**src/rtl/audio_delay_wet_dry_mix_unit_assert.svh**
```systemverilog
// assertion macros for the delay line with wet/dry mix
// expects clk and arst_n in the scope where a macro is used
`ifndef AUDIO_DELAY_WET_DRY_MIX_UNIT_ASSERT_SVH
`define AUDIO_DELAY_WET_DRY_MIX_UNIT_ASSERT_SVH

// property that must hold at every clock edge out of reset
`define ADM_ASSERT_ALWAYS(lbl, expr, msg) \
	lbl: assert property (@(posedge clk) disable iff (!arst_n) (expr)) else $error(msg);

// antecedent implies consequent on the next clock edge
`define ADM_ASSERT_NEXT(lbl, ante, cons, msg) \
	lbl: assert property (@(posedge clk) disable iff (!arst_n) (ante) |=> (cons)) \
		else $error(msg);

`endif

```
**src/rtl/adm_pkg.sv**
```systemverilog
// shared types and constants of the delay line with wet/dry mix
// no dependencies
`default_nettype none

package adm_pkg;

	localparam int MAX_DELAY   = 4096;
	localparam int SAMPLE_BITS = 16;
	localparam int ADDR_W      = $clog2(MAX_DELAY);
	localparam int LEN_W       = ADDR_W + 1;
	localparam int WGT_W       = 16;
	localparam int CFG_W       = 16;
	localparam int IDX_W       = 1;
	localparam int MIX_SHIFT   = 15;
	localparam int QDEPTH      = 4;
	localparam int QA_W        = $clog2(QDEPTH);
	localparam int CNT_W       = $clog2(QDEPTH + 1);

	localparam logic [WGT_W-1:0] MIX_ONE = WGT_W'(32768);
	localparam logic [WGT_W-1:0] MIX_RST = WGT_W'(16384);
	localparam logic [SAMPLE_BITS-1:0] SMP_HALF = {1'b1, {(SAMPLE_BITS-1){1'b0}}};

	// register indexes
	localparam logic [IDX_W-1:0] CFG_DELAY = IDX_W'(0);
	localparam logic [IDX_W-1:0] CFG_WET   = IDX_W'(1);

	typedef logic signed [SAMPLE_BITS-1:0] smp_t;
	typedef logic [LEN_W-1:0] len_t;
	typedef logic [WGT_W-1:0] wgt_t;

	// dry sample and delayed sample of one item
	typedef struct packed {
		smp_t dry;
		smp_t wet;
	} pair_t;

endpackage

`default_nettype wire

```
**src/rtl/adm_queue.sv**
```systemverilog
// short queue of sample pairs between front and back
// depends on adm_pkg
`default_nettype none

module adm_queue (
	input  wire logic           clk,
	input  wire logic           arst_n,
	input  wire logic           push,
	input  wire adm_pkg::pair_t din,
	input  wire logic           pop,
	output adm_pkg::pair_t      dout,
	output logic                empty,
	output logic [adm_pkg::CNT_W-1:0] count
);
	import adm_pkg::*;

	pair_t            slot_q [QDEPTH];
	logic [QA_W-1:0]  wr_ptr_q;
	logic [QA_W-1:0]  rd_ptr_q;
	logic [CNT_W-1:0] cnt_q;

	always_ff @(posedge clk or negedge arst_n) begin
		if (!arst_n) begin
			wr_ptr_q <= '0;
			rd_ptr_q <= '0;
			cnt_q    <= '0;
		end else begin
			if (push) begin
				wr_ptr_q <= wr_ptr_q + QA_W'(1);
			end
			if (pop) begin
				rd_ptr_q <= rd_ptr_q + QA_W'(1);
			end
			if (push && !pop) begin
				cnt_q <= cnt_q + CNT_W'(1);
			end else if (pop && !push) begin
				cnt_q <= cnt_q - CNT_W'(1);
			end
		end
	end

	always_ff @(posedge clk) begin
		if (push) begin
			slot_q[wr_ptr_q] <= din;
		end
	end

	assign dout  = slot_q[rd_ptr_q];
	assign empty = (cnt_q == '0);
	assign count = cnt_q;

endmodule

`default_nettype wire

```
**config.mk**
```make
export PLATFORM = sky130hd
export DESIGN_NAME = adm_queue
export DESIGN_NICKNAME = d
export VERILOG_FILES = /design/src/rtl/audio_delay_wet_dry_mix_unit_assert.svh /design/src/rtl/adm_pkg.sv /design/src/rtl/adm_queue.sv
export SDC_FILE = /design/constraint.sdc
export NUM_CORES = 1
export LEC_CHECK = 0
export CAP_MARGIN = 0
export CORE_MARGIN = 1.5
export CORE_UTILIZATION = 40
export DETAILED_ROUTE_END_ITERATION = 16
export DONT_BUFFER_PORTS = 1
export HOLD_SLACK_MARGIN = 0.08
export PLACE_DENSITY = 0.62
export SYNTH_ARGS = -nofsm -noshare
export SYNTH_HDL_FRONTEND = slang
export SYNTH_SLANG_ARGS = --single-unit
```
**constraint.sdc**
```tcl
create_clock -name clk -period 2.3 [get_ports clk]
set_input_delay 0.23 -clock clk [delete_from_list [all_inputs] [get_ports clk]]
set_output_delay 0.23 -clock clk [all_outputs]
set_load 0.01 [all_outputs]
```
==> impl_results.md <==
- Outcome: finished clean
- CP Launch Type: flip-flop
- Crit path time final: between 1.5 and 2 ns
- CTS tree: yes
- Cells after Synth: 201
- Die area: 0.0133 sq mm
- RD Place Congestion: 0.699
- Xor and xnor fraction of the mapped netlist area: 0.0104
- Synth-to-Final Area Change: 24.0%
- Worst rel slew slack: 0.673
- FF+latch count, synth: 135
- RSZ-0062 raised after global routing: false
- Core box area: 0.0122 sq mm
- Largest family of logic cells by synthesized area: multiplexers
- Cts bufs inserted: 17
- CTS Root Cell: clkbuf_16
- Drt pass-1 iters: 4
- Endpoints failing setup: 0
- Top fanout value on the critical path: 14
- Hold Vio Cnt, Final: 0
- Simple-gate share of the synthesized area: 0.00817
- Synth Area in Compound Gates: 0.000991
- WS Path Type: flip-flop to output pin
- Rows: 40
- Mux share of post-synthesis cell area: 0.148
- Synth Warn #: 0
- Residual DRC: 0
- Global-route wire length before repair: 13.6 mm
- Post-route setup slack: between 0.3 and 0.4 ns
- Worst path required time: 2.07 ns
- Syn avg cell area: 25.1 sq um
- CP Capture Type: output pin
- Place WS: 0.652 ns
- Leakage power: between 0.002 and 0.0025 uW
- Initial core utilization: 0.415
- Post-placement cell count: between 300 and 400
- Worst path bufs/invs: 1
- Fraction of layout cells with a size suffix above 1: 0.267
- Clk_skew: around 0.0050 ns
- H-Tree Level Count: 4
- Vias: 2146
- TNS Setup: 0 ns
- Synthesized net count: 243
- Kind of cell adding the most delay to the critical path: multiplexers
- Clock sink count: 135
- Maximum Capacitance Violations: 0
- Worst Tran Pin Value: just under 0.5 ns
- Clock latency on the worst-skew pair: 0.41 ns
- Power Total: between 8000 and 9000 uW
- Final core occ: 0.515
- GRT Total Usage: 0.145
- Largest net degree at the start of global routing: 33
- CP peak stage delay: 0.68 ns
- Final #Nets: 299
- Storage element area: around 0.0040 sq mm
- Die Height: around 120 microns
- Fillers: between 900 and 1000
- Area of the multi-input gates: 933 sq um
- F_max: between 500 and 600 MHz
- Register area share after synthesis: 0.795
- Vias per std cell: 4.90
- Hold Crit Class: input pin to flip-flop
- Port Buffers: 0
- DRT iter0 DRCs: 110
- Arrival time worst endpoint: 1.75 ns
- Critical-path cell list: buf_4 > mux4_1
- Die W: around 120 microns
- Postcts setup bufs: 0
- Detailed Place HPWL: ~5.5 mm
- Tcrit/Tclk final: 0.859
- Slew Viols, Final: 0
- Post-Synth Adder-Cell Area: 0.0163
- Initial antenna violation count: 0
- I/O pin count: slightly above 70
- Peak supply drop: 0.654 mV
- Maximum buffer depth of the clock tree: 2
- Vias in the first global route: 2409
- Pwr dens: ~1300 mW/mm^2
- Final Routed Wirelength: 8.78 mm
- Synth cell types: 19
- Clk pin slew, worst setup/hold paths: about 0.06 ns
- Grt total ovfl: 0
- Mean routed wirelength per cell: 20.0 microns
- Inserted Diodes: 0
- Mapped Area: 0.00505 sq mm
- Routed Antenna Nets: 0
- Fin cells: 438
- Slowest CP cell: mux4_1
[synthesized netlist by cell type]
cell type | number | share of area
and2_1 | 4 | 0.0050
buf_12 | 3 | 0.012
buf_2 | 3 | 0.0030
buf_6 | 1 | 0.0022
clkbuf_1 | 1 | 0.00074
dfrtp_1 | 7 | 0.035
edfxtp_1 | 128 | 0.76
fa_1 | 1 | 0.0040
ha_1 | 5 | 0.012
inv_1 | 4 | 0.0030
mux2_2 | 1 | 0.0022
mux4_1 | 4 | 0.021
mux4_2 | 28 | 0.12
nand2_1 | 2 | 0.0015
nor2_1 | 1 | 0.00074
nor3_1 | 1 | 0.00099
o21ai_0 | 1 | 0.00099
xnor2_1 | 2 | 0.0035
xor2_1 | 4 | 0.0069
[per-layer routing]
| layer | share of wire | GRT usage | routed length (microns) | up-vias |
|---|---|---|---|---|
| met5 | 0 | 0 | 0 | - |
| met4 | 0.018 | 0.0543 | 155 | 0 |
| met3 | 0.084 | 0.0701 | 738 | 12 |
| met2 | 0.48 | 0.225 | 4250 | 64 |
| met1 | 0.41 | 0.177 | 3640 | 1114 |
| li1 | - | - | - | 956 |
[sequential cells by signal (all words and copies together) (netlist names)]
register  cells
rd_ptr_q      2
wr_ptr_q      2
slot_q      128
count         3
[power by group]
group	internal (uW)	leakage [uW]	switching, uW
registers	3230	0.00126	160
logic	828	0.000537	1070
clock network	1910	0.000295	969
total	5970	0.00209	2200
[metrics by stage]
step | cell area [sq um] | hold WS, ns
finish | 6260 | 0.101
global route | 6260 | 0.101
CTS | 6260 | 0.0877
detailed placement | 5280 | -0.0654
global placement | 5280 | -0.0654
floorplan | 5050 | -0.0656
[cell type report]
class / count / share of cell area
Clock inverter: 14 / 0.0328
Multi-Input combinational cell: 54 / 0.149
Clock buffer: 18 / 0.0685
Sequential cell: 135 / 0.642
Tap cell: 168 / 0.0336
Inverter: 4 / 0.00240
Timing Repair Buffer: 45 / 0.0719
[final timing paths]
path | startpoint | end | slack [ns] | cells past startpoint
min reg2reg | wr_ptr_q[0] | wr_ptr_q[0] | 0.52 | 1
max | rd_ptr_q[0] | dout[25] | 0.32 | 2
max reg2reg | wr_ptr_q[1] | slot_q[1][31] | 0.66 | 4
min | push | count[0] | 0.10 | 2
max in group asynchronous | arst_n | rd_ptr_q[0] | 1.86 | 1
min in group asynchronous | arst_n | wr_ptr_q[0] | 0.16 | 1
[cells in the final DEF (no fill, tap or decap)]
master,synthesis,routed
and2_2,0,4
buf_12,3,2
buf_4,0,8
bufinv_16,0,5
clkbuf_1,1,1
clkbuf_16,0,17
clkinv_1,0,3
clkinv_2,0,1
clkinvlp_4,0,4
dfrtp_1,7,6
dfrtp_2,0,1
dlygate4sd3_1,0,35
edfxtp_1,128,128
fa_1,1,1
ha_1,5,5
inv_1,4,4
inv_6,0,1
mux2_2,1,1
mux4_1,4,4
mux4_2,28,28
nand2_1,2,2
nor2_1,1,1
nor3_1,1,1
o21ai_0,1,1
xnor2_1,2,2
xor2_1,4,4
[logic make-up (layout without fill, tap and decap cells)]
| family | after synthesis | count (layout) |
|---|---|---|
| XOR/XNOR | 6 | 6 |
| AO/OA/AOI/OAI | 1 | 1 |
| adder cells (fa/ha/maj) | 6 | 6 |
| AND/OR/NAND/NOR | 8 | 8 |
| buffers and inverters | 12 | 81 |
| multiplexers | 33 | 33 |
| flip-flops | 135 | 135 |
[what timing repair did]
| action | CTS | global route |
|---|---|---|
| hold endpoints to repair | 139 | 0 |
| resized for setup | 0 | 0 |
| hold buffers | 35 | 0 |
| setup endpoints to repair | 0 | 0 |
(Power assumes the default switching activity.)
