`src/rtl/audio_delay_wet_dry_mix_unit_assert.svh`:
```
// assertion macros for the delay line with wet/dry mix
// expects clk and arst_n in the scope where a macro is used
`ifndef AUDIO_DELAY_WET_DRY_MIX_UNIT_ASSERT_SVH
`define AUDIO_DELAY_WET_DRY_MIX_UNIT_ASSERT_SVH

// property that must hold at every clock edge out of reset
`define ADM_ASSERT_ALWAYS(lbl, expr, msg) \
	lbl: assert property (@(posedge clk) disable iff (!arst_n) (expr)) else $error(msg);

// antecedent implies consequent on the next clock edge
`define ADM_ASSERT_NEXT(lbl, ante, cons, msg) \
	lbl: assert property (@(posedge clk) disable iff (!arst_n) (ante) |=> (cons)) \
		else $error(msg);

`endif

```
`src/rtl/adm_pkg.sv`:
```
// shared types and constants of the delay line with wet/dry mix
// no dependencies
`default_nettype none

package adm_pkg;

	localparam int MAX_DELAY   = 4096;
	localparam int SAMPLE_BITS = 16;
	localparam int ADDR_W      = $clog2(MAX_DELAY);
	localparam int LEN_W       = ADDR_W + 1;
	localparam int WGT_W       = 16;
	localparam int CFG_W       = 16;
	localparam int IDX_W       = 1;
	localparam int MIX_SHIFT   = 15;
	localparam int QDEPTH      = 4;
	localparam int QA_W        = $clog2(QDEPTH);
	localparam int CNT_W       = $clog2(QDEPTH + 1);

	localparam logic [WGT_W-1:0] MIX_ONE = WGT_W'(32768);
	localparam logic [WGT_W-1:0] MIX_RST = WGT_W'(16384);
	localparam logic [SAMPLE_BITS-1:0] SMP_HALF = {1'b1, {(SAMPLE_BITS-1){1'b0}}};

	// register indexes
	localparam logic [IDX_W-1:0] CFG_DELAY = IDX_W'(0);
	localparam logic [IDX_W-1:0] CFG_WET   = IDX_W'(1);

	typedef logic signed [SAMPLE_BITS-1:0] smp_t;
	typedef logic [LEN_W-1:0] len_t;
	typedef logic [WGT_W-1:0] wgt_t;

	// dry sample and delayed sample of one item
	typedef struct packed {
		smp_t dry;
		smp_t wet;
	} pair_t;

endpackage

`default_nettype wire

```
`src/rtl/adm_back.sv`:
```
// back end: weighted blend of dry and delayed samples, result register
// depends on adm_pkg
`default_nettype none

module adm_back (
	input  wire logic           clk,
	input  wire logic           arst_n,
	input  wire logic           in_valid,
	input  wire adm_pkg::pair_t in_pair,
	output logic                in_ready,
	input  wire adm_pkg::wgt_t  dry_w,
	input  wire adm_pkg::wgt_t  wet_w,
	output logic                out_valid,
	output adm_pkg::smp_t       out_sample,
	input  wire logic           out_ready
);
	import adm_pkg::*;

	localparam int PROD_W = WGT_W + SAMPLE_BITS;

	logic                   valid_s2;
	logic [PROD_W-1:0]      pdry_s2;
	logic [PROD_W-1:0]      pwet_s2;
	logic                   valid_s3;
	smp_t                   res_s3;
	logic                   ready_s2;
	logic                   ready_s3;
	logic [SAMPLE_BITS-1:0] dry_u;
	logic [SAMPLE_BITS-1:0] wet_u;
	logic [PROD_W:0]        acc;

	assign ready_s3 = !valid_s3 || out_ready;
	assign ready_s2 = !valid_s2 || ready_s3;
	assign in_ready = ready_s2;

	// offset binary keeps both products non-negative
	assign dry_u = $unsigned(in_pair.dry) ^ SMP_HALF;
	assign wet_u = $unsigned(in_pair.wet) ^ SMP_HALF;
	assign acc   = (PROD_W + 1)'(pdry_s2) + (PROD_W + 1)'(pwet_s2);

	always_ff @(posedge clk or negedge arst_n) begin
		if (!arst_n) begin
			valid_s2 <= 1'b0;
			valid_s3 <= 1'b0;
		end else begin
			if (ready_s2) begin
				valid_s2 <= in_valid;
			end
			if (ready_s3) begin
				valid_s3 <= valid_s2;
			end
		end
	end

	always_ff @(posedge clk) begin
		if (ready_s2 && in_valid) begin
			pdry_s2 <= PROD_W'(dry_w) * PROD_W'(dry_u);
			pwet_s2 <= PROD_W'(wet_w) * PROD_W'(wet_u);
		end
		if (ready_s3 && valid_s2) begin
			res_s3 <= $signed(acc[MIX_SHIFT +: SAMPLE_BITS] ^ SMP_HALF);
		end
	end

	assign out_valid  = valid_s3;
	assign out_sample = res_s3;

endmodule

`default_nettype wire

```
`config.mk`:
```
export PLATFORM = sky130hd
export DESIGN_NAME = adm_back
export DESIGN_NICKNAME = d
export VERILOG_FILES = /design/src/rtl/audio_delay_wet_dry_mix_unit_assert.svh /design/src/rtl/adm_pkg.sv /design/src/rtl/adm_back.sv
export SDC_FILE = /design/constraint.sdc
export NUM_CORES = 1
export LEC_CHECK = 0
export CAP_MARGIN = 15
export CORE_ASPECT_RATIO = 1.75
export CORE_MARGIN = 2
export CORE_UTILIZATION = 45
export DETAILED_ROUTE_END_ITERATION = 12
export DONT_BUFFER_PORTS = 1
export HOLD_SLACK_MARGIN = 0.08
export SLEW_MARGIN = 20
export SYNTH_ARGS = -nofsm -noshare
export SYNTH_HDL_FRONTEND = slang
export SYNTH_SLANG_ARGS = --single-unit
```
`constraint.sdc`:
```
create_clock -name clk -period 2.8 [get_ports clk]
set_clock_uncertainty 0.1 [all_clocks]
set_input_delay 0.28 -clock clk [delete_from_list [all_inputs] [get_ports clk]]
set_output_delay 0.28 -clock clk [all_outputs]
set_load 0.01 [all_outputs]
```
==> flow_summary_export.csv, run 1 <==
group,metric,value,unit
status,status,"complete, but fails checks",
status,violations,"negative setup slack",
routing,vias_per_cell,5.18,
cts,cts_tree,"yes",
sta,worst_slack,-2460,ps
synth,avgSynthCellArea,9.31,um^2
critical_path,crit_arrival,5260,ps
floorplanning,die-area,47000,um^2
global_routing,grt_pass1_wl,85500,um
critical_path,crit_type,"primary input to register",
place,port_buffers,0,
synth,synth_cell_type_count,53,
run,max_cap_viol_count,0,
cts,cts_buffers,9,
routing,drc,0,
routing,dr_total_vias,15073,
floorplanning,start_util,45.4,%
synth,syn_inst,2186,
finish,final_nets,3009,
critical_path,crit_path_end_kind,"register",
sta,hold_slack,115,ps
sta,rsz0062_at_grt,"true",
sta,tightest_slew,820,ps
sta,setup_tns,-95240,ps
critical_path,max_stage_delay,530,ps
sta,maxSlewHeadroom,45.3,%
finish,final_core_util,53.7,%
critical_path,start_kind,"primary input",
place,dp_hpwl,42500,um
cts,path_clk_slew,60,ps
synth,yosysWarnings,0,
place,placed_cells,2863,
hold_path,hp-class,"primary input to register",
sta,hold_viol,0,
global_routing,grt_pass1_vias,17111,
sta,slew_violations,0,
finish,final_cells,2908,
floorplanning,boundaryPins,86,
cts,clk_root_buffer_cell,"clkbuf_16",
synth,yosysSeqAreaShare,11.8,%
finish,layout-drive-gt1-share,19.8,%
cts,cts_htree_levels,3,
floorplanning,die_y,285,um
synth,synth_edf_count,78,
global_routing,grt-ovfl-total,0,
synth,netlist_area,20400,um^2
cts,cts_buffer_depth,2,
critical_path,cpMostUsedCell,"fa_1",
global_routing,grt_antenna_before_repair,0,
synth,synthFlopType,"edfxtp_1",
floorplanning,die_width,165,um
critical_path,crit_required,2800,ps
critical_path,cp_top_family,"adder cells",
routing,drt-wirelength-per-cell,17.9,um
place,place_congestion,0.904,
cts,clock-sinks,80,
global_routing,grt_max_degree,27,
sta,final-setup-viol-count,51,
critical_path,critical_path_buf_inv_count,5,
sta,finalCriticalPeriod,5260,ps
synth,ys_async_sr_fraction,2.50,%
sta,post-route-period-util,188,%
synth,synth_nets,2869,
finish,area_delta_synth_final,18.4,%
floorplanning,placement_rows,103,
global_routing,grt_usage,23.3,%
finish,fillers,4047,
synth,ys_ff_latch,80,
routing,wirelength,52000,um
cts,insertion_delay,350,ps
critical_path,cpMaxStageDelayCell,"fa_1",
sta,fmax,190,MHz
routing,ant_nets,0,
routing,drt_iter0_markers,586,
floorplanning,core_area,44800,um^2
finish,n_antenna_cell,0,
critical_path,worstPathCellList,"and2_4, fa_1, inv_1, fa_1, inv_1, fa_1, ha_1, fa_1, inv_2, fa_1, inv_2, ha_4, and3_4, nor3b_4, nor3_4, nor4_4, o211ai_1, buf_4, a31oi_4, a31oi_2, xnor2_1",
critical_path,cp_max_fo,16,
routing,drt_first_pass_iters,5,
state kept, by name, summed over array words and instances (netlist names):
register	cells
out_valid	1
valid_s2	1
pwet_s2	31
out_sample	16
pdry_s2	31
timing repair:
| item | in CTS | in global routing |
|---|---|---|
| resized for setup | 113 | 78 |
| endpoints found under the setup margin | 56 | 56 |
| gates cloned | 0 | 0 |
| pin swaps | 101 | 85 |
| endpoints found under the hold margin | 6 | 0 |
| setup buffers | 12 | 13 |
| hold buffers | 8 | 0 |
stage by stage:
step	setup WS (ps)	instance area, um^2
3_3_place_gp	-2930	22800
5_1_grt	-2600	24100
2_1_floorplan	-2750	21500
3_5_place_dp	-2930	22800
4_1_cts	-2420	23700
6_report	-2460	24100
cell usage after synthesis (4+ instances only):
cell type	count	area share [%]
inv_1	468	8.6
fa_1	386	38
nand2_1	305	5.6
ha_1	229	14
and2_1	220	6.8
edfxtp_1	78	12
clkbuf_1	75	1.4
a21oi_1	65	1.6
xnor2_1	54	2.3
a21o_1	42	1.5
nor2_1	39	0.72
o21ai_0	37	0.91
nand2b_1	23	0.71
xor2_1	22	0.95
nor2b_1	20	0.61
a211oi_1	12	0.44
o21bai_1	10	0.37
nand3_1	9	0.22
nor3_1	9	0.22
and3_1	8	0.25
nand4_1	7	0.22
o21a_1	7	0.26
a31oi_1	6	0.18
o211ai_1	5	0.18
a221oi_1	4	0.17
or3_1	4	0.12
final timing paths:
check,from,endpoint,slack [ps],depth (start not counted)
worst max-delay path,wet_w[6],pwet_s2[27],-2460,21
worst min-delay path,out_ready,valid_s2,110,2
worst max register to register,pdry_s2[16],out_sample[11],0,8
worst min register to register,valid_s2,out_valid,400,1
max in group asynchronous,arst_n,out_valid,1870,2
min in group asynchronous,arst_n,valid_s2,610,2
cell type report:
class | instances | area [um^2] | share of cell area, %
sequential | 80 | 2390 | 9.93
timing repair buffer | 204 | 1700 | 7.05
inverter | 468 | 1760 | 7.29
clock inverter | 7 | 77.6 | 0.322
clock buffer | 9 | 225 | 0.934
multi-input combinational | 1563 | 17200 | 71.5
tap | 577 | 722 | 3.00
logic make-up after synthesis:
kind of cell / synth area share (%)
flops: 11.8
mux: 0.0492
compound gates: 7.03
fa+ha+maj: 52.0
simple gates: 15.8
xor+xnor: 3.27
buf+inv: 10.0
worst register-to-register path, cell delays in order (launching register included):
cell,delay [ps]
edfxtp_1,400
ha_1,330
a21o_1,180
a21oi_1,270
o211ai_1,240
and3_1,270
a311o_1,320
a211oi_2,290
xnor2_2,130
cell usage in the layout (no fill, tap or decap), drive strengths merged, types with 7 or more instances in the layout:
master	count
a211oi	15
a21o	42
a21oi	67
a31oi	7
and2	220
and3	8
buf	196
clkbuf	9
dlygate4sd3	8
edfxtp	78
fa	386
ha	229
inv	471
nand2	305
nand2b	23
nand3	9
nand4	7
nor2	39
nor2b	20
nor3	10
o21a	7
o21ai	40
o21bai	10
xnor2	54
xor2	22
metal layers:
layer / routed length, um / vias to the layer above / global-route usage (%)
met1: 18500 / 7689 / 24.4
met3: 1760 / 123 / 2.68
li1: - / 6976 / -
met4: 2460 / 0 / 11.2
met2: 29300 / 285 / 45.1
met5: 0 / - / 0
Power of run 1 is not shown: default switching activity piles up to over one toggle a cycle in this logic, so the estimate is an artifact.
==> run 2, diff against run 1 <==
--- a/config.mk
+++ b/config.mk
@@ -6,7 +6,6 @@
 export NUM_CORES = 1
 export LEC_CHECK = 0
 export CAP_MARGIN = 15
-export CORE_ASPECT_RATIO = 1.75
 export CORE_MARGIN = 2
 export CORE_UTILIZATION = 45
 export DETAILED_ROUTE_END_ITERATION = 12
==> run 2 against run 1 <==
Net effect: the run still ends with negative setup slack left; sequential share of layout area about the same; global-route usage down 1.5 points; die area down 0.14%; non-clock buffer count down 4; critical path type unchanged; largest cell class unchanged.
==> flow_summary_export.csv, run 2 (synthesis results as in run 1) <==
group,metric,value,unit
status,status,"complete, but fails checks",
sta,worst_slack,-2390,ps
global_routing,grt-ovfl-total,0,
finish,final_cell_mix,"inv_1 (425), fa_1 (374), nand2_1 (278), and2_1 (188), ha_1 (178)",
floorplanning,die_y,217,um
finish,final_common_cell,"inv_1",
sta,final-setup-viol-count,52,
sta,slew_violations,0,
place,port_buffers,0,
cts,path_clk_slew,60,ps
critical_path,crit_arrival,5180,ps
critical_path,startpoint,"in_pair[20]",
floorplanning,start_util,45.8,%
cts,insertion_delay,340,ps
routing,ant_nets,0,
sta,fmax,193,MHz
place,place_ws,-2920,ps
global_routing,grt_antenna_before_repair,1,
routing,drt-wirelength-per-cell,16.6,um
status,violations,"negative setup slack",
finish,layout-drive-gt1-share,20.1,%
routing,wirelength,48400,um
cts,cts_htree_levels,3,
sta,tightest_slew,952,ps
routing,drc,0,
routing,drt_first_pass_iters,5,
floorplanning,die-area,46900,um^2
critical_path,crit_path_end_kind,"register",
global_routing,grt_pass1_vias,17084,
routing,drt_iter0_markers,635,
place,place_congestion,0.895,
finish,final-seq-area,2390,um^2
routing,vias_per_cell,5.20,
place,dp_hpwl,39000,um
critical_path,cp_max_fo,16,
sta,hold_viol,0,
cts,cts_buffer_depth,2,
routing,dr_total_vias,15193,
floorplanning,core_area,44400,um^2
critical_path,regToRegStartpoint,"pwet_s2[7]",
cts,clock-sinks,80,
cts,cts_tree,"yes",
critical_path,crit_required,2790,ps
finish,final_nets,3005,
critical_path,start_kind,"primary input",
cts,clk_root_buffer_cell,"clkbuf_16",
finish,area_delta_synth_final,19.0,%
global_routing,grt_max_degree,63,
sta,finalCriticalPeriod,5190,ps
hold_path,min_from,"dry_w[0]",
finish,fillers,3908,
sta,post-route-period-util,185,%
floorplanning,boundaryPins,86,
global_routing,grt_usage,21.8,%
run,max_cap_viol_count,0,
cts,cts_buffers,9,
floorplanning,die_width,217,um
critical_path,crit_type,"primary input to register",
finish,n_antenna_cell,0,
finish,multi_input_area,17400,um^2
sta,rsz0062_at_grt,"true",
floorplanning,placement_rows,77,
global_routing,grt_pass1_wl,82900,um
sta,maxSlewHeadroom,36.5,%
hold_path,hp-class,"primary input to register",
[run 2: cell types whose count changed in the layout (fill, tap and decap cells not counted), moves of 4 or more]
cell and delta:
ha_1 -8, ha_4 +7, buf_4 -6, buf_6 +4, nor2_1 +4
[run 2: cell type report]
cell class | count | share of cell area (%)
clock buffer | 12 | 0.976
clock inverter | 4 | 0.227
inverter | 468 | 7.25
multi-input combinational | 1563 | 71.7
sequential | 80 | 9.88
tap | 592 | 3.06
timing repair buffer | 200 | 6.94
[run 2: worst paths after layout]
path / to / slack (ps) / cells past startpoint
setup reg to reg: out_sample[12] / 70 / 10
setup / recovery: pdry_s2[28] / -2390 / 19
max in group asynchronous: valid_s2 / 1860 / 2
min in group asynchronous: out_valid / 610 / 2
hold / removal: pdry_s2[0] / 90 / 1
hold reg to reg: out_valid / 390 / 1
[run 2: what timing repair did]
| item | 4_1_cts | 5_1_grt |
|---|---|---|
| hold buffers | 6 | 0 |
| setup endpoints to repair | 53 | 60 |
| pin swaps | 106 | 95 |
| gates resized for setup | 122 | 87 |
| setup buffers | 25 | 19 |
| hold endpoints to repair | 5 | 0 |
[run 2: metrics by stage]
step,setup TNS [ps],instances,utilization (%),hold WS [ps],cell area [um^2]
CTS,-94710,2906,53.5,93.6,23800
finish,-93780,2919,54.5,89.4,24200
global placement,-114860,2868,51.2,-116,22700
floorplan,-103570,2186,-,-116,21500
global route,-100750,2919,54.5,87.0,24200
detailed placement,-116450,2868,51.2,-116,22700
[run 2: worst max-delay path, stage by stage]
cell and delay (ps):
and2_4 140, fa_1 550, inv_2 40, fa_1 540, fa_1 430, fa_1 490, inv_1 50, fa_1 470
inv_1 40, fa_1 480, inv_2 50, ha_4 230, a21o_1 190, a41o_1 270, a41o_1 240, o41ai_2 340
o21bai_1 120, a21oi_2 150, xnor2_1 70
[run 2: routing by layer]
| layer | track usage (%) | up-vias | share of wire [%] |
|---|---|---|---|
| li1 | - | 6978 | - |
| met2 | 38.4 | 339 | 51 |
| met3 | 3.28 | 65 | 5.0 |
| met5 | 0 | - | 0 |
| met4 | 4.43 | 0 | 1.6 |
| met1 | 28.5 | 7811 | 42 |
Power of run 2 is left out for the same reason.
==> run 3, diff against run 2 <==
==> constraint.sdc (replaced) <==
create_clock -name clk -period 4.7 [get_ports clk]
set_clock_uncertainty 0.1 [all_clocks]
set_input_delay 0.47 -clock clk [delete_from_list [all_inputs] [get_ports clk]]
set_output_delay 0.47 -clock clk [all_outputs]
set_load 0.01 [all_outputs]
==> run 3 against run 2 <==
Net effect: the run still ends with negative setup slack left; critical path depth is 1 higher; register-to-register slack better by 1600 ps; via count is 0.78% lower; cell count is 0.79% lower; worst hold slack better by 54 ps; sequential share of layout area is 0.31 points higher; count of clock-buffer cells in the layout is 1 lower; routed wire length is 0.68% lower; worst setup slack better by 1600 ps; sequential cell count stayed put; non-clock buffer count is 23 lower; largest cell class unchanged.
==> flow_summary_export.csv, run 3 (synthesis results as in run 1) <==
group,metric,value,unit
critical_path,cpMaxStageDelayCell,"fa_1",
critical_path,crit_required,4690,ps
sta,maxSlewHeadroom,37.8,%
critical_path,rrSetupSlack,1680,ps
sta,post-route-period-util,117,%
critical_path,rr_endpoint,"out_sample[15]",
hold_path,hp-class,"primary input to register",
routing,drt_first_pass_iters,5,
sta,worst_slack,-780,ps
cts,path_clk_slew,60,ps
finish,final_nets,2982,
finish,fillers,4019,
sta,fmax,182,MHz
finish,final_cell_mix,"inv_1 (439), fa_1 (374), nand2_1 (290), ha_1 (200), and2_1 (199)",
global_routing,grt_antenna_before_repair,1,
critical_path,max_stage_delay,520,ps
finish,final-seq-area,2390,um^2
floorplanning,start_util,45.8,%
cts,clk_root_buffer_cell,"clkbuf_16",
finish,n_antenna_cell,0,
sta,tightest_slew,932,ps
floorplanning,die-area,46900,um^2
critical_path,cpMostUsedCell,"fa_1",
critical_path,crit_type,"primary input to register",
cts,cts_buffer_depth,2,
sta,hold_viol,0,
floorplanning,die_width,217,um
sta,slew_violations,0,
floorplanning,placement_rows,77,
finish,multi_input_area,16900,um^2
finish,area_delta_synth_final,15.4,%
sta,rsz0062_at_grt,"true",
finish,final_cells,2896,
routing,drt_iter0_markers,667,
cts,cts_tree,"yes",
hold_path,holdPathStages,1,
floorplanning,core_area,44400,um^2
floorplanning,boundaryPins,86,
critical_path,cp_top_family,"adder cells",
sta,final-setup-viol-count,37,
floorplanning,die_y,217,um
hold_path,min_from,"in_valid",
cts,cts_buffers,9,
routing,wirelength,48100,um
place,port_buffers,0,
critical_path,reg2reg_depth,9,
routing,vias_per_cell,5.21,
hold_path,min_to,"valid_s2",
routing,drt-wirelength-per-cell,16.6,um
critical_path,crit_arrival,5470,ps
finish,final_common_cell,"inv_1",
global_routing,grt_usage,21.8,%
cts,cts_htree_levels,3,
run,max_cap_viol_count,0,
finish,layout-drive-gt1-share,15.9,%
critical_path,cp_max_fo,16,
global_routing,grt-ovfl-total,0,
routing,dr_total_vias,15075,
critical_path,regToRegStartpoint,"pdry_s2[22]",
critical_path,worstPathCellList,"and2_4, fa_1, inv_1, fa_1, fa_1, fa_1, inv_2, fa_1, inv_1, fa_1, inv_2, ha_4, a211o_1, nor3_4, nor4_4, o211ai_1, buf_4, a31oi_4, a211o_1, xor2_1",
critical_path,crit_path_end_kind,"register",
critical_path,start_kind,"primary input",
place,placed_cells,2857,
routing,ant_nets,0,
status,violations,"negative setup slack",
global_routing,grt_pass1_vias,16808,
global_routing,grt_pass1_wl,82800,um
place,place_congestion,0.875,
status,status,"complete, but fails checks",
sta,finalCriticalPeriod,5480,ps
place,dp_hpwl,39000,um
cts,insertion_delay,340,ps
global_routing,grt_max_degree,33,
critical_path,critical_path_buf_inv_count,5,
routing,drc,0,
finish,design_area,23500,um^2
place,place_area,22500,um^2
cts,clock-sinks,80,
-- run 3: cell count changes in the layout (fill, tap and decap cells not counted), moves of 12 or more --
cell and delta:
ha_4 -20, ha_1 +22, buf_6 -18, inv_2 -14, nand2_1 +12, inv_1 +14
-- run 3: worst max path at each step --
stage                      startpoint  cells past startpoint  slack (ps)           to
after floorplan           in_pair[22]                     22       -1040  pdry_s2[28]
after global placement       wet_w[7]                     20       -1220  pwet_s2[28]
after detailed placement     wet_w[7]                     20       -1240  pwet_s2[28]
after CTS                 in_pair[20]                     19        -680  pdry_s2[28]
after global routing         wet_w[8]                     20        -900  pwet_s2[29]
final                      in_pair[4]                     20        -780  pwet_s2[29]
-- run 3: worst register-to-register path: cells and delay by family (launching register included) --
kind                       cells  cell delay (ps)
xor gates and xnor gates       1               90
DFF                            1              370
adders and majority gates      1              410
and+or+nand+nor                1              100
AOI/OAI and AO/OA              6             1720
-- run 3: metal layers --
layer	wire, um	up-vias	global-route usage (%)
met5	0	-	0
met3	2050	42	2.92
met4	620	0	3.13
li1	-	6928	-
met1	20800	7840	28.7
met2	24600	265	39.2
-- run 3: stage by stage --
step / util, % / hold WS, ps / setup slack [ps] / setup TNS, ps
floorplan: - / 74.4 / -1040 / -23140
global placement: 50.6 / 74.5 / -1220 / -34300
detailed placement: 50.6 / 74.5 / -1240 / -35170
CTS: 52.4 / 135 / -684 / -17900
global route: 52.9 / 131 / -903 / -24080
finish: 52.9 / 144 / -780 / -18550
-- run 3: what timing repair did --
item | CTS | global route
setup buffers | 22 | 10
endpoints found under the setup margin | 39 | 40
pin swaps | 85 | 57
endpoints found under the hold margin | 2 | 0
gates resized for setup | 74 | 52
hold buffers | 1 | 0
-- run 3: area by class of cell --
class / instances / area share (%)
multi-input combinational: 1563 / 72.0
timing repair buffer: 177 / 5.97
inverter: 468 / 7.48
clock inverter: 5 / 0.139
tap: 592 / 3.15
sequential: 80 / 10.2
clock buffer: 11 / 1.03
Power of run 3 is left out for the same reason.
